==> src/hdl/ltpm_pkg.sv <==
// Package: shared types, constants and state encoding for the tile page mapper.
package ltpm_pkg;

  localparam int MaxPages = 64;
  localparam int SlotW = $clog2(MaxPages);
  localparam int CountW = SlotW + 1;
  localparam int KeyW = 30;

  typedef struct packed {
    logic [5:0]  beam_id;
    logic [7:0]  head_id;
    logic [15:0] tile_id;
  } req_t;

  typedef struct packed {
    logic [5:0]  page_id;
    logic        hit;
    logic        evicted;
    logic [5:0]  evicted_beam;
    logic [7:0]  evicted_head;
    logic [15:0] evicted_tile;
  } rsp_t;

  typedef enum logic [1:0] {
    ST_IDLE,
    ST_LOOKUP,
    ST_UPDATE,
    ST_OUT
  } state_t;

  typedef struct packed {
    logic capture;
    logic update;
    logic clear;
  } ctrl_t;

endpackage

==> src/hdl/ltpm_ctrl.sv <==
// Controller: sequences capture, lookup, update and result hand-off.
module ltpm_ctrl (
  input  logic            clk,
  input  logic            rst_n,
  input  logic            in_valid,
  output logic            in_ready,
  output logic            out_valid,
  input  logic            out_ready,
  input  logic            cfg_we,
  output ltpm_pkg::ctrl_t ctrl
);

  ltpm_pkg::state_t state_r;
  ltpm_pkg::state_t state_nxt;

  always_comb begin
    state_nxt = state_r;
    unique case (state_r)
      ltpm_pkg::ST_IDLE:   if (in_valid) state_nxt = ltpm_pkg::ST_LOOKUP;
      ltpm_pkg::ST_LOOKUP: state_nxt = ltpm_pkg::ST_UPDATE;
      ltpm_pkg::ST_UPDATE: state_nxt = ltpm_pkg::ST_OUT;
      ltpm_pkg::ST_OUT: begin
        if (out_ready) state_nxt = in_valid ? ltpm_pkg::ST_LOOKUP : ltpm_pkg::ST_IDLE;
      end
      default: state_nxt = ltpm_pkg::ST_IDLE;
    endcase
  end

  always_comb begin
    in_ready = 1'b0;
    out_valid = 1'b0;
    ctrl = '0;
    ctrl.clear = cfg_we;
    unique case (state_r)
      ltpm_pkg::ST_IDLE: in_ready = 1'b1;
      ltpm_pkg::ST_LOOKUP: ;
      ltpm_pkg::ST_UPDATE: ctrl.update = 1'b1;
      ltpm_pkg::ST_OUT: begin
        out_valid = 1'b1;
        in_ready = out_ready;
      end
      default: ;
    endcase
    ctrl.capture = in_ready && in_valid;
  end

  always_ff @(posedge clk) begin
    if (!rst_n) begin
      state_r <= ltpm_pkg::ST_IDLE;
    end else begin
      state_r <= state_nxt;
    end
  end

endmodule

==> config.mk <==
export PLATFORM = sky130hd
export DESIGN_NAME = ltpm_ctrl
export DESIGN_NICKNAME = d
export VERILOG_FILES = /design/src/hdl/ltpm_pkg.sv /design/src/hdl/ltpm_ctrl.sv
export SDC_FILE = /design/constraint.sdc
export NUM_CORES = 1
export LEC_CHECK = 0
export BUFFER_PORTS_ARGS = -buffer_cell sky130_fd_sc_hd__buf_2
export CAP_MARGIN = 10
export CORE_AREA = 2 2 39 41
export DETAILED_ROUTE_END_ITERATION = 10
export DIE_AREA = 0 0 41 43
export PLACE_DENSITY = 0.38
export SLEW_MARGIN = 20
export SYNTH_ARGS = -nofsm -noshare
export SYNTH_HDL_FRONTEND = slang
export SYNTH_SLANG_ARGS = --single-unit
==> constraint.sdc <==
create_clock -name clk -period 2.1 [get_ports clk]
set_clock_uncertainty 0.2 [all_clocks]
set_input_delay 0 -clock clk [delete_from_list [all_inputs] [get_ports clk]]
set_output_delay 0 -clock clk [all_outputs]
set_load 0.02 [all_outputs]
==> impl_results.md, run 1 <==
* Run status: completed
* Nets at 47
* Final core occ at 22.15%
* Slew margin rel. at 83.84%
* GP Congestion at 0.6934
* Drt via density at 3.843
* Routed len/inst at 8.373 um
* DR iter-0 viols at 9
* Post-synth cell types at 15
* Critical path class: reg2out
* Internal power at 0.2349 mW
* Port bufs at 7
* TritonCTS clock tree: built
* Most frequent cells in the layout: buf_2, ha_1, dlygate4sd3_1
* Filler Cell Count at 151
* Pre-CTS setup slack at 0.4743 ns
* RSZ-0062 raised after global routing: false
* CP endpoint: ctrl[2]
* H-Tree Depth at 1
* Hold Crit Class: reg2reg
* Crit path depth at 5
* Crit Path Max Fanout at 6
* CP cell instances: inv_1, ha_1, nor2_1, and2_1, buf_2
* Multi-input logic area at 141.4 sq um
* Combinational group share of total power at 62.5%
* Row count at 14
* Fmax at 610.8 MHz
* Post-Syn Area at 196.4 sq um
* Sw Ratio at 46.10%
* Commonest non-fill, non-tap cell in the layout: buf_2
* Worst slew pin tran at 0.2420 ns
* Non-filler cells, final at 51
* Clock sink count at 2
* Min cycle time layout at 1.637 ns
* Tcrit/Tclk final at 77.96%
* Max FFs per register at 2
* Largest Register: state_r
* Switching power at 0.2009 mW
* Power Dens Cells at 1422 nW/um^2
* Final WL at 427 um
* ANT cells at 0
* Die footprint at 1763 sq um
* Clock latency on the worst-skew pair at 0.22 ns
* Synthesized area per cell at 8.929 sq um
* Static leakage at 0.1516 nW
* Final setup vio count at 0
* First-pass GRT wire length at 731 um
* Worst reg2reg endpoint: state_r[1]
* Crit path DAT at 1.44 ns
* CP max stage delay at 0.41 ns
* Final Hold Vio Count at 0
* CP startpoint kind: register
* Share of layout cells above drive strength 1 at 31.43%
* Tot Pwr at 0.4359 mW
* Cts bufs inserted at 3
* Initial DRT Pass Iterations at 4
* DR vias at 196
* Post-route cell area at 306.5 sq um
* FF/Latch Area at 40.04 sq um
* Residual DRC count at 0
* Syn. warnings at 0
* Die W at 41 um
* Worst hold margin at 0.3601 ns
* FF-to-FF Start: state_r[1]
* Biggest registers after layout: state_r: 2 flops
* CP startpoint: state_r[1]
* Core Area at 1384 sq um
* Reg2reg path depth at 5
* Setup ws final at 0.4629 ns
* Final HPWL DP at 326.3 um
* Crit. End Element: output pin
* Initial Util at 14.20%
* Syn_nets at 32
* Sequential power share at 18.2%
* Clock root buffer: clkbuf_4
* GR Overflow Total at 0
* VDD IR-drop max at 0.4456 mV
* Buf+Inv Stages, Crit Path at 2
* Chip height at 43 um
* Gr usage total at 6.106%
* Clock Tree Buf Depth at 2
* Vias in the first global route at 183
* # IOs at 10
* Initial antenna violation count at 0
* CTS-repair resized insts at 0
* Clock share of power at 19.3%
* Slew Limit Fails at 0
* Dpl cell area at 244.0 sq um
* Reg clk slew, reported paths at 0.03 ns
* FF+latch count, synth at 2
* Max-capacitance violation count at 0
* # placed instances at 44
* CP top delay family: flip-flops
* Flop2flop setup slack at 0.47 ns
* CP Data Required Time at 1.90 ns
* CP max stage cell: dfxtp_1
* Cells after synthesis at 22
* Final ANT Viol Nets at 0
* Register area share after synthesis at 20.38%
* Fin Setup TNS at 0 ns
* Pin count of the biggest net entering global routing at 7
* Area delta synth->final at 56.05%
[area by class of cell]
| class | instances | share of cell area [%] |
|---|---|---|
| multi-input combinational | 17 | 46.12 |
| timing repair buffer | 11 | 24.49 |
| tap | 16 | 6.531 |
| inverter | 2 | 2.449 |
| clock buffer | 3 | 7.347 |
| sequential | 2 | 13.06 |
[worst min-delay path by stage]
stage                          start    endpoint  slack [ns]  depth (start not counted)
after CTS                 state_r[1]  state_r[1]        0.37                          2
after global routing           rst_n  state_r[0]        0.38                          3
after global placement        cfg_we     ctrl[0]       -0.20                          0
after floorplan               cfg_we     ctrl[0]       -0.09                          1
after detailed placement      cfg_we     ctrl[0]       -0.20                          0
final                     state_r[1]  state_r[1]        0.36                          2
[layer usage]
| layer | global-route usage [%] | share of wire, % | wire [um] | up-vias |
|---|---|---|---|---|
| li1 | - | - | - | 101 |
| met1 | 7.962 | 53 | 226 | 86 |
| met2 | 7.500 | 37 | 159 | 9 |
| met3 | 4.712 | 9.6 | 41 | 0 |
| met4 | 2.000 | 0 | 0 | 0 |
| met5 | 0 | 0 | 0 | - |
[worst register-to-register path, delay by kind of cell (launching register included)]
family          cells  cell delay (ns)
simple gates        2             0.54
flops               1             0.41
fa+ha+maj           1             0.19
compound gates      1             0.12
buf+inv             1             0.09
[power by group through the flow]
stage                     clock network, mW  logic [mW]  registers [mW]
after floorplan                           0       0.204          0.0752
after global placement                    0       0.270          0.0791
after detailed placement                  0       0.263          0.0802
after CTS                            0.0903       0.273          0.0795
after global routing                 0.0944       0.317          0.0832
final                                0.0842       0.272          0.0794
[synthesized netlist by cell type, drive strengths merged]
library cell | number | area (sq um)
ha | 5 | 62.56
a21boi | 1 | 7.510
a211o | 1 | 8.760
nor2b | 2 | 12.51
buf | 1 | 7.510
o21ai | 1 | 5.000
dfxtp | 2 | 40.04
and2 | 1 | 6.260
o311a | 1 | 10.01
o31ai | 1 | 7.510
a21oi | 1 | 5.000
inv | 2 | 7.500
nor2 | 2 | 7.510
or3b | 1 | 8.760
[repair_timing]
item                                   CTS  global route
hold buffers                             4             0
endpoints found under the hold margin    3             0
setup buffers                            0             0
[kinds of logic (layout without fill, tap and decap cells)]
group                    after synthesis  count (layout)  share of synthesized area (%)
AND/OR/NAND/NOR                        6               6                          17.84
flip-flops                             2               2                          20.38
buffers and inverters                  3              16                          7.641
adder cells (fa/ha/maj)                5               5                          31.85
AO/OA/AOI/OAI                          6               6                          22.29
No activity file was read; power rests on OpenSTA's default activity.
==> inputs of run 2 (changes only) <==
==> constraint.sdc (replaced) <==
create_clock -name clk -period 1.55 [get_ports clk]
set_clock_uncertainty 0.2 [all_clocks]
set_input_delay 0 -clock clk [delete_from_list [all_inputs] [get_ports clk]]
set_output_delay 0 -clock clk [all_outputs]
set_load 0.02 [all_outputs]
==> run 2 against run 1 <==
Compared with the run above:
- sequential share of layout area down 1.5 points
- via count increased by 8.2%
- first-iteration DRC count fell by 78%
- hold slack improved by 0.019 ns
- register-to-register slack got worse by 0.40 ns
- critical path depth increased by 1
- die area is the same
- clock power grew 34%
- critical path type unchanged
- highest routed layer unchanged
==> impl_results.md, run 2 (synthesis results as in run 1) <==
* Max-capacitance violation count at 0
* Sequential power share at 14.2%
* Clock sink count at 2
* Cts bufs inserted at 3
* Run status: completed
* Filler Cell Count at 156
* Share of layout cells above drive strength 1 at 59.46%
* Critical path class: reg2out
* Max FFs per register at 2
* Slew Limit Fails at 0
* Core Area at 1384 sq um
* Biggest registers after layout: state_r: 2 flops
* Reg clk slew, reported paths at 0.03 ns
* Final core occ at 26.67%
* CP Data Required Time at 1.35 ns
* Die footprint at 1763 sq um
* Most frequent cells in the layout: buf_2, dlygate4sd3_1, clkbuf_4
* Min cycle time layout at 1.511 ns
* Internal power at 0.4272 mW
* FF/Latch Area at 42.54 sq um
* Pin count of the biggest net entering global routing at 5
* CP startpoint kind: register
* Fmax at 661.9 MHz
* VDD IR-drop max at 0.6875 mV
* Fin Setup TNS at 0 ns
* Initial DRT Pass Iterations at 2
* # IOs at 10
* H-Tree Depth at 1
* Initial Util at 14.20%
* Multi-input logic area at 180.2 sq um
* Post-route cell area at 369.1 sq um
* Clock latency on the worst-skew pair at 0.22 ns
* DR iter-0 viols at 2
* Area delta synth->final at 87.90%
* Crit. End Element: output pin
* Switching power at 0.3160 mW
* Residual DRC count at 0
* Power Dens Cells at 2013 nW/um^2
* Commonest non-fill, non-tap cell in the layout: buf_2
* Setup ws final at 0.03928 ns
* Clock share of power at 15.3%
* GR Overflow Total at 0
* Vias in the first global route at 240
* Chip height at 43 um
* Combinational group share of total power at 70.5%
* First-pass GRT wire length at 869 um
* TritonCTS clock tree: built
* Drt via density at 4.000
* Final setup vio count at 0
* RSZ-0062 raised after global routing: true
* Pre-CTS setup slack at -0.03570 ns
* Tcrit/Tclk final at 97.47%
* Port bufs at 7
* Die W at 41 um
* Gr usage total at 7.508%
* Dpl cell area at 261.5 sq um
* Crit path DAT at 1.31 ns
* Row count at 14
* Final WL at 530 um
* Clock root buffer: clkbuf_4
* Clock Tree Buf Depth at 2
* Static leakage at 0.1676 nW
* Worst slew pin tran at 0.2079 ns
* Final Hold Vio Count at 0
* Routed len/inst at 10.00 um
* Initial antenna violation count at 0
* Slew margin rel. at 86.02%
* Hold Crit Class: in2reg
* Post-CTS Setup Bufs at 0
* Worst hold margin at 0.3787 ns
* ANT cells at 0
* Sw Ratio at 42.52%
* GP Congestion at 0.6574
* Largest Register: state_r
* Final HPWL DP at 360.7 um
* Crit Path Max Fanout at 4
* DR vias at 212
* Final ANT Viol Nets at 0
* Nets at 49
-- run 2: layout make-up --
class	instances	area share [%]
inverters	2	2.034
multi-input cells	17	48.81
flip-flops and latches	2	11.53
well taps	16	5.424
repair buffers	13	26.10
clock buffers	3	6.102
-- run 2: worst max-delay path: stages, from the launching register on --
cell and delay, ns:
dfxtp_2 0.32, buf_4 0.14, ha_2 0.17, a21oi_2 0.13, nor2_2 0.05, and2_1 0.15
buf_6 0.13
-- run 2: repair_timing --
action / in CTS / in global routing
cloned: 0 / 0
hold endpoints to repair: 3 / 0
hold buffers: 4 / 0
endpoints found under the setup margin: 2 / 2
resized for setup: 7 / 6
pin swaps: 2 / 3
-- run 2: path summary, 6_finish.rpt --
check	from	to	slack, ns	depth (start not counted)
worst min register to register	state_r[1]	state_r[1]	0.44	3
worst max register to register	state_r[0]	state_r[0]	0.07	4
worst max-delay path	state_r[1]	ctrl[2]	0.04	6
worst min-delay path	rst_n	state_r[0]	0.38	3
-- run 2: layer usage --
metal / global-route usage [%] / up-vias / routed length, um
li1: - / 105 / -
met1: 7.325 / 98 / 244
met2: 11.56 / 9 / 253
met3: 1.571 / 0 / 32
met4: 8.000 / 0 / 0
met5: 0 / - / 0
-- run 2: power groups by stage --
stage / Clock, mW / Combinational (mW) / Sequential, mW
floorplan: 0 / 0.291 / 0.102
global placement: 0 / 0.418 / 0.0999
detailed placement: 0 / 0.418 / 0.101
CTS: 0.123 / 0.465 / 0.106
global route: 0.126 / 0.590 / 0.107
finish: 0.113 / 0.524 / 0.106
-- run 2: through the flow --
stage | instances | power (mW)
after floorplan | 22 | 0.3932
after global placement | 46 | 0.5176
after detailed placement | 46 | 0.5181
after CTS | 53 | 0.6943
after global routing | 53 | 0.8232
final | 53 | 0.7431
